File: src/gim_pkg.sv
// Shared types and constants for the GF(2^m) extended Euclidean inverter.
// Holds the controller/datapath command and status structs and the reset modulus.
// No dependencies.
package gim_pkg;

   // Reset modulus x^10+x^3+1, wide enough to slice at any field width up to 63 bits
   localparam logic [63:0] DEFAULT_MODULUS = 64'd1033;

   // Controller to datapath commands
   typedef struct packed {
      logic load;
      logic reduce;
      logic swap;
      logic capture;
   } dp_cmd_type;

   // Datapath to controller status
   typedef struct packed {
      logic rb_zero;
      logic reducible;
   } dp_sts_type;

endpackage

File: src/gim_dp.sv
// Datapath of the inverter: remainder pair, coefficient pair and result register.
// One shift-xor reduction or one swap per cycle under controller command.
// Depends on gim_pkg.
module gim_dp
   import gim_pkg::*;
#(
   parameter int FIELD_BITS = 10
) (
   input  logic                  clock,
   input  logic [FIELD_BITS:0]   modulus,
   input  logic [FIELD_BITS-1:0] value,
   input  dp_cmd_type            cmd,
   output dp_sts_type            sts,
   output logic [FIELD_BITS-1:0] inverse,
   output logic                  has_inverse
);

   localparam int LW = $clog2(FIELD_BITS + 2);

   logic [FIELD_BITS:0]   ra_ff, ra_in;
   logic [FIELD_BITS:0]   rb_ff, rb_in;
   logic [FIELD_BITS-1:0] ca_ff, ca_in;
   logic [FIELD_BITS-1:0] cb_ff, cb_in;
   logic [FIELD_BITS-1:0] inverse_ff;
   logic                  has_inverse_ff;
   logic [LW-1:0]         len_ra;
   logic [LW-1:0]         len_rb;
   logic [LW-1:0]         shift;
   logic                  ra_one;

   // Number of significant bits of a polynomial
   function automatic logic [LW-1:0] poly_len(input logic [FIELD_BITS:0] p);
      logic [LW-1:0] n;
      n = '0;
      for (int i = 0; i <= FIELD_BITS; i++) begin
         if (p[i]) begin
            n = LW'(i + 1);
         end
      end
      return n;
   endfunction

   // Degree compare and alignment shift
   assign len_ra = poly_len(ra_ff);
   assign len_rb = poly_len(rb_ff);
   assign shift  = len_ra - len_rb;
   assign ra_one = (ra_ff == (FIELD_BITS + 1)'(1));

   assign sts.rb_zero   = (rb_ff == '0);
   assign sts.reducible = (ra_ff != '0) && (len_ra >= len_rb);

   // Next values of the remainder and coefficient pairs
   always_comb begin
      ra_in = ra_ff;
      rb_in = rb_ff;
      ca_in = ca_ff;
      cb_in = cb_ff;
      if (cmd.load) begin
         ra_in = modulus;
         rb_in = {1'b0, value};
         ca_in = '0;
         cb_in = FIELD_BITS'(1);
      end else if (cmd.reduce) begin
         ra_in = ra_ff ^ (rb_ff << shift);
         ca_in = ca_ff ^ (cb_ff << shift);
      end else if (cmd.swap) begin
         ra_in = rb_ff;
         rb_in = ra_ff;
         ca_in = cb_ff;
         cb_in = ca_ff;
      end
   end

   // Hold working registers
   always_ff @(posedge clock) begin
      ra_ff <= ra_in;
      rb_ff <= rb_in;
      ca_ff <= ca_in;
      cb_ff <= cb_in;
   end

   // Capture the result once the remainder chain ends
   always_ff @(posedge clock) begin
      if (cmd.capture) begin
         inverse_ff     <= ra_one ? ca_ff : '0;
         has_inverse_ff <= ra_one;
      end
   end

   assign inverse     = inverse_ff;
   assign has_inverse = has_inverse_ff;

endmodule

File: src/gim_ctrl.sv
// Controller of the inverter: sequences load, reduce/swap steps and result capture,
// and owns the request and response handshakes. Depends on gim_pkg.
module gim_ctrl
   import gim_pkg::*;
(
   input  logic       clock,
   input  logic       reset,
   input  logic       req_tvalid,
   output logic       req_tready,
   output logic       rsp_tvalid,
   input  logic       rsp_tready,
   input  dp_sts_type sts,
   output dp_cmd_type cmd
);

   typedef enum logic {
      ST_IDLE,
      ST_RUN
   } state_type;

   state_type state_ff;
   logic      rsp_valid_ff;

   // Decode commands from state and datapath status
   always_comb begin
      cmd        = '0;
      req_tready = (state_ff == ST_IDLE);
      case (state_ff)
         ST_IDLE: begin
            cmd.load = req_tvalid;
         end
         ST_RUN: begin
            if (sts.rb_zero) begin
               cmd.capture = !rsp_valid_ff || rsp_tready;
            end else if (sts.reducible) begin
               cmd.reduce = 1'b1;
            end else begin
               cmd.swap = 1'b1;
            end
         end
         default: begin
            cmd = '0;
         end
      endcase
   end

   // Advance state and hold the response valid flag
   always_ff @(posedge clock) begin
      if (reset) begin
         state_ff     <= ST_IDLE;
         rsp_valid_ff <= 1'b0;
      end else begin
         case (state_ff)
            ST_IDLE: begin
               if (req_tvalid) begin
                  state_ff <= ST_RUN;
               end
            end
            ST_RUN: begin
               if (cmd.capture) begin
                  state_ff <= ST_IDLE;
               end
            end
            default: begin
               state_ff <= ST_IDLE;
            end
         endcase
         if (cmd.capture) begin
            rsp_valid_ff <= 1'b1;
         end else if (rsp_tready) begin
            rsp_valid_ff <= 1'b0;
         end
      end
   end

   assign rsp_tvalid = rsp_valid_ff;

endmodule

File: src/gf2m_inverse_ext_euclid_unit.sv
// Top level of the GF(2^m) inverter: modulus register, controller and datapath.
// Depends on gim_pkg, gim_ctrl and gim_dp.
//
// Usage:
//   A request on req_ carries one field element; one response on rsp_ carries
//   its inverse modulo the polynomial held in the modulus register, and a flag
//   that is 1 when the gcd with the modulus is 1 (inverse 0 and flag 0 otherwise).
//   The modulus is written through csr_wr_en / csr_wr_data. The user must write
//   it only while the block idles; the block itself does not enforce this.
//   The accepting edge loads the datapath, then each cycle does one shift-xor
//   reduction or one remainder swap, then the result is captured once the
//   remainder rb reaches zero and the response register is free. With k
//   division rounds (k <= FIELD_BITS) an element needs at most FIELD_BITS+k
//   reductions and k swaps. One request is worked on at a time; the next is
//   taken the cycle after capture.
//   The response sits in an output register: a new request is taken while it
//   waits. If the receiver stalls and the next inversion finishes, the block
//   holds that result inside until the response register frees up.
//   Reset empties the response register, returns to idle and loads the
//   modulus x^10+x^3+1 (truncated to FIELD_BITS+1 bits).
module gf2m_inverse_ext_euclid_unit
   import gim_pkg::*;
#(
   parameter int FIELD_BITS = 10
) (
   input  logic                                   clock,
   input  logic                                   reset,
   // Request: [FIELD_BITS-1:0] value, zero padded
   input  logic                                   req_tvalid,
   output logic                                   req_tready,
   input  logic [((FIELD_BITS + 7) / 8) * 8 - 1:0] req_tdata,
   // Response: [FIELD_BITS-1:0] inverse, [FIELD_BITS] has_inverse, zero padded
   output logic                                   rsp_tvalid,
   input  logic                                   rsp_tready,
   output logic [((FIELD_BITS + 8) / 8) * 8 - 1:0] rsp_tdata,
   // Modulus register write
   input  logic                                   csr_wr_en,
   input  logic [FIELD_BITS:0]                    csr_wr_data
);

   localparam int RSP_W = ((FIELD_BITS + 8) / 8) * 8;

   logic [FIELD_BITS:0]   modulus_ff;
   logic [FIELD_BITS-1:0] inverse;
   logic                  has_inverse;
   dp_cmd_type            cmd;
   dp_sts_type            sts;

   // Hold the modulus register
   always_ff @(posedge clock) begin
      if (reset) begin
         modulus_ff <= DEFAULT_MODULUS[FIELD_BITS:0];
      end else if (csr_wr_en) begin
         modulus_ff <= csr_wr_data;
      end
   end

   gim_ctrl u_ctrl (
      .clock      (clock),
      .reset      (reset),
      .req_tvalid (req_tvalid),
      .req_tready (req_tready),
      .rsp_tvalid (rsp_tvalid),
      .rsp_tready (rsp_tready),
      .sts        (sts),
      .cmd        (cmd)
   );

   gim_dp #(
      .FIELD_BITS (FIELD_BITS)
   ) u_dp (
      .clock       (clock),
      .modulus     (modulus_ff),
      .value       (req_tdata[FIELD_BITS-1:0]),
      .cmd         (cmd),
      .sts         (sts),
      .inverse     (inverse),
      .has_inverse (has_inverse)
   );

   // Pack the response
   assign rsp_tdata = RSP_W'({has_inverse, inverse});

   // A missing inverse always reads as zero
   a_no_inv_zero : assert property (@(posedge clock) disable iff (reset)
      rsp_tvalid && !has_inverse |-> inverse == '0)
      else $error("inverse nonzero without has_inverse");

   // An accepted request makes the block busy
   a_busy_after_req : assert property (@(posedge clock) disable iff (reset)
      req_tvalid && req_tready |=> !req_tready)
      else $error("request accepted but block not busy");

   // A new response only appears out of a running inversion
   a_rsp_from_run : assert property (@(posedge clock) disable iff (reset)
      $rose(rsp_tvalid) |-> $past(!req_tready))
      else $error("response raised while idle");

   // Load, reduce, swap and capture are mutually exclusive
   a_cmd_onehot : assert property (@(posedge clock) disable iff (reset)
      $onehot0({cmd.load, cmd.reduce, cmd.swap, cmd.capture}))
      else $error("conflicting datapath commands");

endmodule

File: config.mk
export PLATFORM = sky130hd
export DESIGN_NAME = gf2m_inverse_ext_euclid_unit
export DESIGN_NICKNAME = d
export VERILOG_FILES = /design/src/gim_pkg.sv /design/src/gim_dp.sv /design/src/gim_ctrl.sv /design/src/gf2m_inverse_ext_euclid_unit.sv
export SDC_FILE = /design/constraint.sdc
export NUM_CORES = 1
export LEC_CHECK = 0
export BUFFER_PORTS_ARGS = -buffer_cell sky130_fd_sc_hd__buf_2
export CELL_PAD_IN_SITES_DETAIL_PLACEMENT = 1
export CELL_PAD_IN_SITES_GLOBAL_PLACEMENT = 1
export CORE_UTILIZATION = 48
export DETAILED_ROUTE_END_ITERATION = 6
export PLACE_DENSITY = 0.91
export RECOVER_POWER = 50
export SLEW_MARGIN = 30
export SYNTH_ARGS = -nofsm -noshare
export SYNTH_HDL_FRONTEND = slang
export SYNTH_SLANG_ARGS = --single-unit
File: constraint.sdc
create_clock -name clock -period 5.8 [get_ports clock]
set_input_delay 1.16 -clock clock [delete_from_list [all_inputs] [get_ports clock]]
set_output_delay 1.16 -clock clock [all_outputs]
set_load 0.01 [all_outputs]
Word-level counts from Yosys, hierarchy flattened --
Index checks and enable logic that the tools add are counted.
Word-level totals: flip-flop bits (word level) 66, latch bits 0, memory bits (writable) 0, memory bits (read-only) 0, output and inout port bits 18, memories 0
Operators by class: $add $sub $neg 1, multipliers 0, div/mod/pow operators 0, $lt $le $gt $ge 1, equality and inequality tests 2, shifts and indexed selects 2, muxes and demuxes 41, bitwise operators 4, reductions and logical operators 11
Operators by type and width (number):
- 10-bit 2-to-1 mux | 5
- 11-bit 2-to-1 mux | 3
- 4-bit 2-to-1 mux | 8
- 3-bit 2-to-1 mux | 9
- 11-bit by 1-bit == test with 1-bit output (second input constant) | 1
- 11-bit logical NOT | 1
- 11-bit nonzero test | 1
- 11-bit by 4-bit << shifter with 11-bit output | 1
- 11-bit XOR | 1
- 1-bit 2-to-1 mux | 10
- 2-bit 2-to-1 mux | 5
- 10-bit by 4-bit << shifter with 10-bit output | 1
- 10-bit XOR | 1
- 2-bit nonzero test | 3
- 4-bit greater-or-equal comparator | 1
- 2-bit AND reduction | 2
- 4-bit subtractor | 1
- 3-bit nonzero test | 1
- 2-bit by 1-bit inequality test with 1-bit output (second input constant) | 1
- 1-bit inverter | 2
- 1-bit case mux with 2 select lines | 1
- 1-bit logical AND | 1
- 1-bit logical NOT | 1
- 1-bit logical OR | 1

Depth between registers and ports, before layout --
Gate-level depths: netlist of the first run.
word-level depth 19, depth in mapped cells 17, gate-level depth less buffers 15

Hierarchy --
From an unflattened synthesis of the first run, not the netlist that was laid out.
Unflattened totals: cell total of the unflattened synthesis 427, area, all modules 4115.2 um^2
By module, submodules not included:
- gim_dp | instances 1, cells each 373, area each 3565.9 um^2
- gf2m_inverse_ext_euclid_unit | instances 1, cells each 42, area each 442.9 um^2
- gim_ctrl | instances 1, cells each 12, area each 106.4 um^2

Least setup slack after synthesis of the first run --
Ideal clock, no wire load.
kind register to register, start register u_dp.rb_ff[1], end register u_dp.ra_ff[6], data pin, arrival time 3120 ps, data required time 5535 ps, path slack 2415 ps, cell stages (with the launch flop) 16, clock period less this slack 3385 ps, cells stage by stage edfxtp_1 nand2b_1 a21oi_1 o21bai_1 a21oi_1 nor2_1 o21bai_1 ha_1 inv_1 fa_1 buf_2 buf_2 mux2_2 a221oi_1 xnor2_1 o211ai_1
On the way: cells in the longest elaborated chain, start to end 17, elaborated cells on any way between the ends 21, classes of those cells 1 x add/sub; 1 x order compare; 1 x shift; 15 x mux; 1 x bitwise; 2 x reduce/logical
Ends and longest elaborated chain:
- start, declared | line gim_dp.sv:21 | logic [FIELD_BITS:0] rb_ff, rb_in;
- start signal, assigned | line gim_dp.sv:77 | rb_ff <= rb_in;
- parallel branches: the longest is 15 deep, another holds 4-bit subtractor
- 11-bit 2-to-1 mux * | line gim_dp.sv:63 | end else if (cmd.reduce) begin
- 11-bit 2-to-1 mux * | line gim_dp.sv:58 | if (cmd.load) begin
- via u_dp.ra_in[6] | line gim_dp.sv:20 | logic [FIELD_BITS:0] ra_ff, ra_in;
- end signal, assigned | line gim_dp.sv:76 | ra_ff <= ra_in;
- end, declared | line gim_dp.sv:20
Mark *: on every way through the listed nets, which the timed path passes. A chain may end at the register's enable or synchronous reset.

Worst setup path in the final report of the first run --
start register u_dp.rb_ff[1], end register u_dp.ca_ff[9]
On the way: cells in the longest elaborated chain, start to end 16, elaborated cells on any way between the ends 22, classes of those cells 1 x add/sub; 1 x order compare; 1 x shift; 15 x mux; 1 x bitwise; 3 x reduce/logical
Ends and longest elaborated chain:
- parallel branches: the longest is 16 deep, another holds 4-bit subtractor
- end signal, assigned | line gim_dp.sv:78 | ca_ff <= ca_in;
- end, declared | line gim_dp.sv:22 | logic [FIELD_BITS-1:0] ca_ff, ca_in;
Several ways; the timed one is not identified.

==> flow_summary_export.csv, run 1 <==
group,metric,value,unit
route,viasPerCell,6.29,
critical_path,worstPathArrival,4.59,ns
logic_synthesis,synth-edff-count,32,
sta,fmax,0.230,GHz
sta,grt_setup_unrepaired,"false",
floorplanning,fp.dieArea,8770,um^2
sta,fin_setup_tns,0,ns
route,totalWireLength,12200,um
clocking,postCtsHoldBufs,0,
run_status,violations,"capacitance limit, slew limit",
sta,slew-limit-headroom,-21.0,%
final_layout,nets,500,
route,ant_nets,0,
floorplanning,core_region_area,8180,um^2
clocking,tritoncts,"yes",
clocking,clk_path_buf_depth,2,
logic_synthesis,synth_top_area_cell,"edfxtp_1",
logic_synthesis,ys_warn_count,0,
critical_path,startpoint_type,"register",
placed_design,numPortBuffers,38,
critical_path,worst_ep_required_time,6.04,ns
logic_synthesis,ys_seq_area_share,40.7,%
run,drv_cap,1,
route,highest_layer,"met4",
sta,worst_clock_skew,0.00889,ns
global_routing,grt_pass1_vias,3639,
final_layout,mostFrequentLayoutCells,"nand2_1 (86), a21oi_1 (37), dfxtp_1 (34), edfxtp_1 (32), nor2_1 (25)",
global_routing,grt_pass1_wl,19200,um
logic_synthesis,synth_area,4030,um^2
global_routing,grt_usage,29.5,%
floorplanning,rows,33,
final_layout,final_common_cell,"nand2_1",
final_layout,num_antenna_cells,0,
sta,fin_crit_sh,74.9,%
sta,final_max_slew_viol_count,38,
logic_synthesis,synth.top_cell.area_share,23.8,%
floorplanning,die_w,93.6,um
final_layout,fill_cells,988,
clocking,cts_buffers,9,
clocking,cts_resized,0,
clocking,path_clk_slew,0.08,ns
min_path,hold_path.class,"register to register",
route,via_count,3607,
route,drt-met1-wl,4930,um
logic_synthesis,synthArstFlopShare,0,%
global_routing,antenna_found_initial,0,
logic_synthesis,netlist_instances,436,
placed_design,gp_congestion,0.907,
final_layout,layout-drive-gt1-share,13.5,%
route,drtPass1Iterations,5,
sta,setup_violations,0,
run_status,status,"finished with violations",
sta,hold_viol,0,
floorplanning,ios,50,
logic_synthesis,synth_area_per_cell,9.24,um^2
critical_path,worst-path-max-fanout,14,
route,wl_per_cell,21.3,um
clocking,clockRootBuffer,"clkbuf_8",
sta,period_minus_slack,4.34,ns
final_layout,multi_input_area,2180,um^2
clocking,post-cts-setup-buffers,0,
sta,tightest_slew,1.81,ns
logic_synthesis,synth-seq-cells,66,
floorplanning,start_util,49.3,%
final_layout,regArea,1640,um^2
global_routing,grt_overflow_total,0,
route,wl_met3,937,um
route,drc,0,
logic_synthesis,synthTopCellsByArea,"edfxtp_1 (24%), dfxtp_1 (17%), nand2_1 (8.0%), mux2i_1 (6.0%), a21oi_1 (4.6%)",
critical_path,endpoint_kind,"register",
floorplanning,die_h,93.6,um
logic_synthesis,ys.flop_type,"dfxtp_1",
clocking,cts.sinks,66,
critical_path,crit_type,"register to register",
clocking,htree_levels,3,
route,drt_iter0_drc,210,
final_layout,area_growth,8.54,%
global_routing,grt_max_degree,38,
route,wl_met2,6010,um
clocking,clk_latency,0.35,ns
placed_design,dp_hpwl,8170,um
logic_synthesis,synth_cell_type_count,60,
==> cell type report <==
class                      count  area share [%]
sequential                    66            37.5
inverter                      11           0.944
timing repair buffer          42            4.52
clock inverter                 4           0.543
clock buffer                  12            3.58
multi-input combinational    333            49.9
tap                          105            3.00
==> metal layers <==
layer / vias up / track usage [%]
met4: 0 / 14.0
met3: 36 / 5.53
li1: 1606 / -
met1: 1784 / 36.7
met2: 181 / 49.2
met5: - / 0
==> worst max-delay path: stages (launching register included) <==
cell and delay, ns:
edfxtp_1 0.49, nand2b_1 0.19, a21oi_1 0.16, o21bai_1 0.08, a21oi_1 0.16, nor2_1 0.06, o21bai_1 0.17, ha_1 0.24
inv_1 0.08, fa_1 1.03, buf_4 0.33, mux4_2 0.52, mux2i_1 0.16, mux2i_1 0.12, mux2i_1 0.15, a311o_1 0.28
==> stage by stage <==
step                      util, %  hold WS, ns  setup WS, ns  area (um^2)  std cells
after floorplan                 -        0.442          2.42         4050        440
after global placement       51.5        0.461          1.77         4210        557
after detailed placement     51.6        0.474          1.65         4220        557
after CTS                    53.8        0.484          1.48         4400        573
after global routing         53.5        0.516          1.24         4370        573
final                        53.5        0.484          1.46         4370        573
==> Yosys cell counts (all sizes together) (2+ instances only) <==
library cell and instances:
inv 11, clkbuf 9, ha 4, buf 21, mux4 11, mux2i 24, edfxtp 32, and3b 2
nor3 10, or3 3, a211o 3, nor2b 5, and2 10, mux2 4, dfxtp 34, o311ai 2
a21oi 39, xor2 4, nand3 9, nand2b 3, or2 2, o21ai 27, nand4 2, a32oi 2
nor4 4, o211ai 6, nand2 87, and3 8, nor2 26, xnor2 9, o31a 2, o22ai 2
o21bai 4
==> state kept, by name, summed over array words and instances (netlist names) <==
name and cells:
u_dp.ra_ff 11, u_dp.ca_ff 10, u_dp.has_inverse 1, u_dp.cb_ff 10, u_ctrl.rsp_tvalid 1, modulus_ff 11
u_ctrl.state_ff 1, u_dp.rb_ff 11, u_dp.inverse 10
==> cells by family (layout without fill, tap and decap cells) <==
kind of cell             after synthesis  after routing  synth area share (%)
AND/OR/NAND/NOR                      174            174                  20.2
AO/OA/AOI/OAI                         97             97                  15.1
XOR/XNOR                              13             13                  2.83
flip-flops                            66             66                  40.7
adder cells (fa/ha/maj)                5              5                  1.74
buffers and inverters                 41             69                  5.68
multiplexers                          39             39                  13.6
other                                  1              5                0.0930
==> path summary, 6_finish.rpt <==
kind | cells after the start | endpoint | slack (ns) | startpoint
min | 2 | u_dp.cb_ff[3] | 0.48 | u_dp.ca_ff[3]
max | 15 | u_dp.ca_ff[9] | 1.46 | u_dp.rb_ff[1]
max reg2reg | 15 | u_dp.ca_ff[9] | 1.46 | u_dp.rb_ff[1]
min reg2reg | 2 | u_dp.cb_ff[3] | 0.48 | u_dp.ca_ff[3]
Power of run 1 is left out: the tool's default activity adds up to more than one toggle a clock period on the data nets, which glitch-free logic cannot reach.
==> run 2: changes to the inputs <==
Settings changed: ABC_AREA set to 1, CORE_UTILIZATION 48 to 42, PLACE_DENSITY 0.91 to 0.86.
Clock period 5.8 ns to 4.5 ns, I/O delays scaled along.
==> run 2 against run 1 <==
The run still ends with capacitance limit, slew limit left. Largest cell class unchanged. Routed wire length up 7.7%. Synthesized area up 5.1%. Setup slack lost 0.70 ns. First-iteration DRC count is 34% higher. Critical path depth fell by 9.
==> flow_summary_export.csv, run 2 <==
group,metric,value,unit
sta,grt_setup_unrepaired,"false",
global_routing,grt_max_degree,42,
final_layout,layout-drive-gt1-share,11.9,%
route,drtPass1Iterations,5,
final_layout,reg.largest.list,"modulus_ff x11, u_dp.ra_ff x11, u_dp.rb_ff x11",
sta,whs,0.470,ns
global_routing,grt_pass1_wl,21400,um
sta,fin_crit_sh,83.2,%
global_routing,grt_usage,27.3,%
final_layout,area_growth,8.39,%
logic_synthesis,synth_area_per_cell,7.00,um^2
logic_synthesis,yosysMostFrequentCell,"nand2_1",
critical_path,worst_ep_required_time,4.50,ns
floorplanning,core_region_area,9770,um^2
min_path,hold_path.class,"register to register",
logic_synthesis,synth_area,4240,um^2
sta,slew-limit-headroom,-7.58,%
run_status,violations,"capacitance limit, slew limit",
placed_design,numPortBuffers,38,
clocking,postCtsHoldBufs,0,
sta,fmax,0.267,GHz
floorplanning,rows,36,
global_routing,grt_overflow_total,0,
logic_synthesis,synth_common_cells,"nand2_1 (187), nand3_1 (67), inv_1 (53)",
logic_synthesis,ys_seq_area_share,38.8,%
placed_design,dpl.cell_count,754,
route,totalWireLength,13100,um
logic_synthesis,synth_cell_type_count,39,
clocking,cts_buffers,9,
logic_synthesis,synthTopCellsByArea,"edfxtp_1 (23%), nand2_1 (17%), dfxtp_1 (16%), nand3_1 (7.9%), inv_1 (4.7%)",
final_layout,mostFrequentLayoutCells,"nand2_1 (187), nand3_1 (67), inv_1 (54), nor2_1 (51), a21oi_1 (35)",
clocking,clk_path_buf_depth,2,
clocking,cts_resized,0,
clocking,post-cts-setup-buffers,0,
clocking,tritoncts,"yes",
placed_design,gp_congestion,0.892,
floorplanning,ios,50,
critical_path,startpoint_type,"input pin",
floorplanning,die_w,102,um
logic_synthesis,ys.flop_type,"dfxtp_1",
final_layout,final_util,47.0,%
final_layout,fin_cells,770,
logic_synthesis,synth.top_cell.area_share,22.7,%
final_layout,num_antenna_cells,0,
route,ant_nets,0,
clocking,path_clk_slew,0.07,ns
clocking,clockRootBuffer,"clkbuf_8",
clocking,clk_latency,0.37,ns
placed_design,dp_hpwl,9610,um
global_routing,antenna_found_initial,0,
route,drt_iter0_drc,281,
route,wl_per_cell,17.0,um
clocking,htree_levels,3,
critical_path,crit_type,"input pin to register",
final_layout,nets,669,
logic_synthesis,synthArstFlopShare,0,%
sta,period_minus_slack,3.74,ns
logic_synthesis,synth_top_area_cell,"edfxtp_1",
clocking,cts.sinks,66,
run,drv_cap,1,
critical_path,endpoint_kind,"register",
floorplanning,die_h,102,um
run_status,status,"finished with violations",
logic_synthesis,synth-seq-cells,66,
sta,fin_setup_tns,0,ns
sta,hold_viol,0,
floorplanning,start_util,43.3,%
logic_synthesis,synth-edff-count,32,
final_layout,final_common_cell,"nand2_1",
global_routing,grt_pass1_vias,4273,
sta,setup_violations,0,
sta,final_max_slew_viol_count,42,
sta,worst_clock_skew,0.0136,ns
route,viasPerCell,5.52,
critical_path,worst-path-max-fanout,41,
route,via_count,4254,
sta,tightest_slew,1.61,ns
critical_path,worstPathArrival,3.75,ns
route,drc,0,
logic_synthesis,ys_warn_count,0,
logic_synthesis,netlist_instances,605,
floorplanning,fp.dieArea,10500,um^2
run 2: per-stage QoR:
stage / instance area, um^2 / setup WS (ns)
after floorplan: 4250 / 1.62
after global placement: 4440 / 0.973
after detailed placement: 4440 / 0.844
after CTS: 4630 / 0.829
after global routing: 4590 / 0.386
final: 4590 / 0.756
run 2: cell families (layout without fill, tap and decap cells):
group	after synthesis	after routing	synth area share, %
other	1	5	0.0885
adder cells (fa/ha/maj)	5	5	1.65
buffers and inverters	90	118	10.3
AND/OR/NAND/NOR	339	339	35.5
flip-flops	66	66	38.8
XOR/XNOR	2	2	0.414
AO/OA/AOI/OAI	102	102	13.2
run 2: worst paths after layout:
path	startpoint	endpoint	slack [ns]	cells past startpoint
setup / recovery	req_tvalid	u_dp.rb_ff[2]	0.76	6
hold / removal	modulus_ff[3]	modulus_ff[3]	0.47	2
setup reg to reg	u_dp.ra_ff[0]	u_dp.ra_ff[4]	0.78	20
hold reg to reg	modulus_ff[3]	modulus_ff[3]	0.47	2
run 2: layer usage:
layer	up-vias	routed length, um	GRT usage (%)
li1	2032	-	-
met1	2063	5830	35.5
met2	129	6280	45.4
met3	30	690	4.17
met4	0	323	10.7
met5	-	0	0
run 2: critical path: stages:
cell      delay, ns
clkbuf_1       0.11
inv_1          0.06
nor2_2         0.07
clkbuf_1       1.17
inv_1          0.78
nand2_1        0.66
run 2: cell type report:
cell class / instances / area (um^2)
fill: 1312 / 5180
multi-input combinational: 453 / 2160
sequential: 66 / 1640
inverter: 58 / 220
timing repair buffer: 44 / 213
tap: 133 / 166
clock buffer: 9 / 124
clock inverter: 7 / 68.8
Power of run 2 is left out for the same reason.
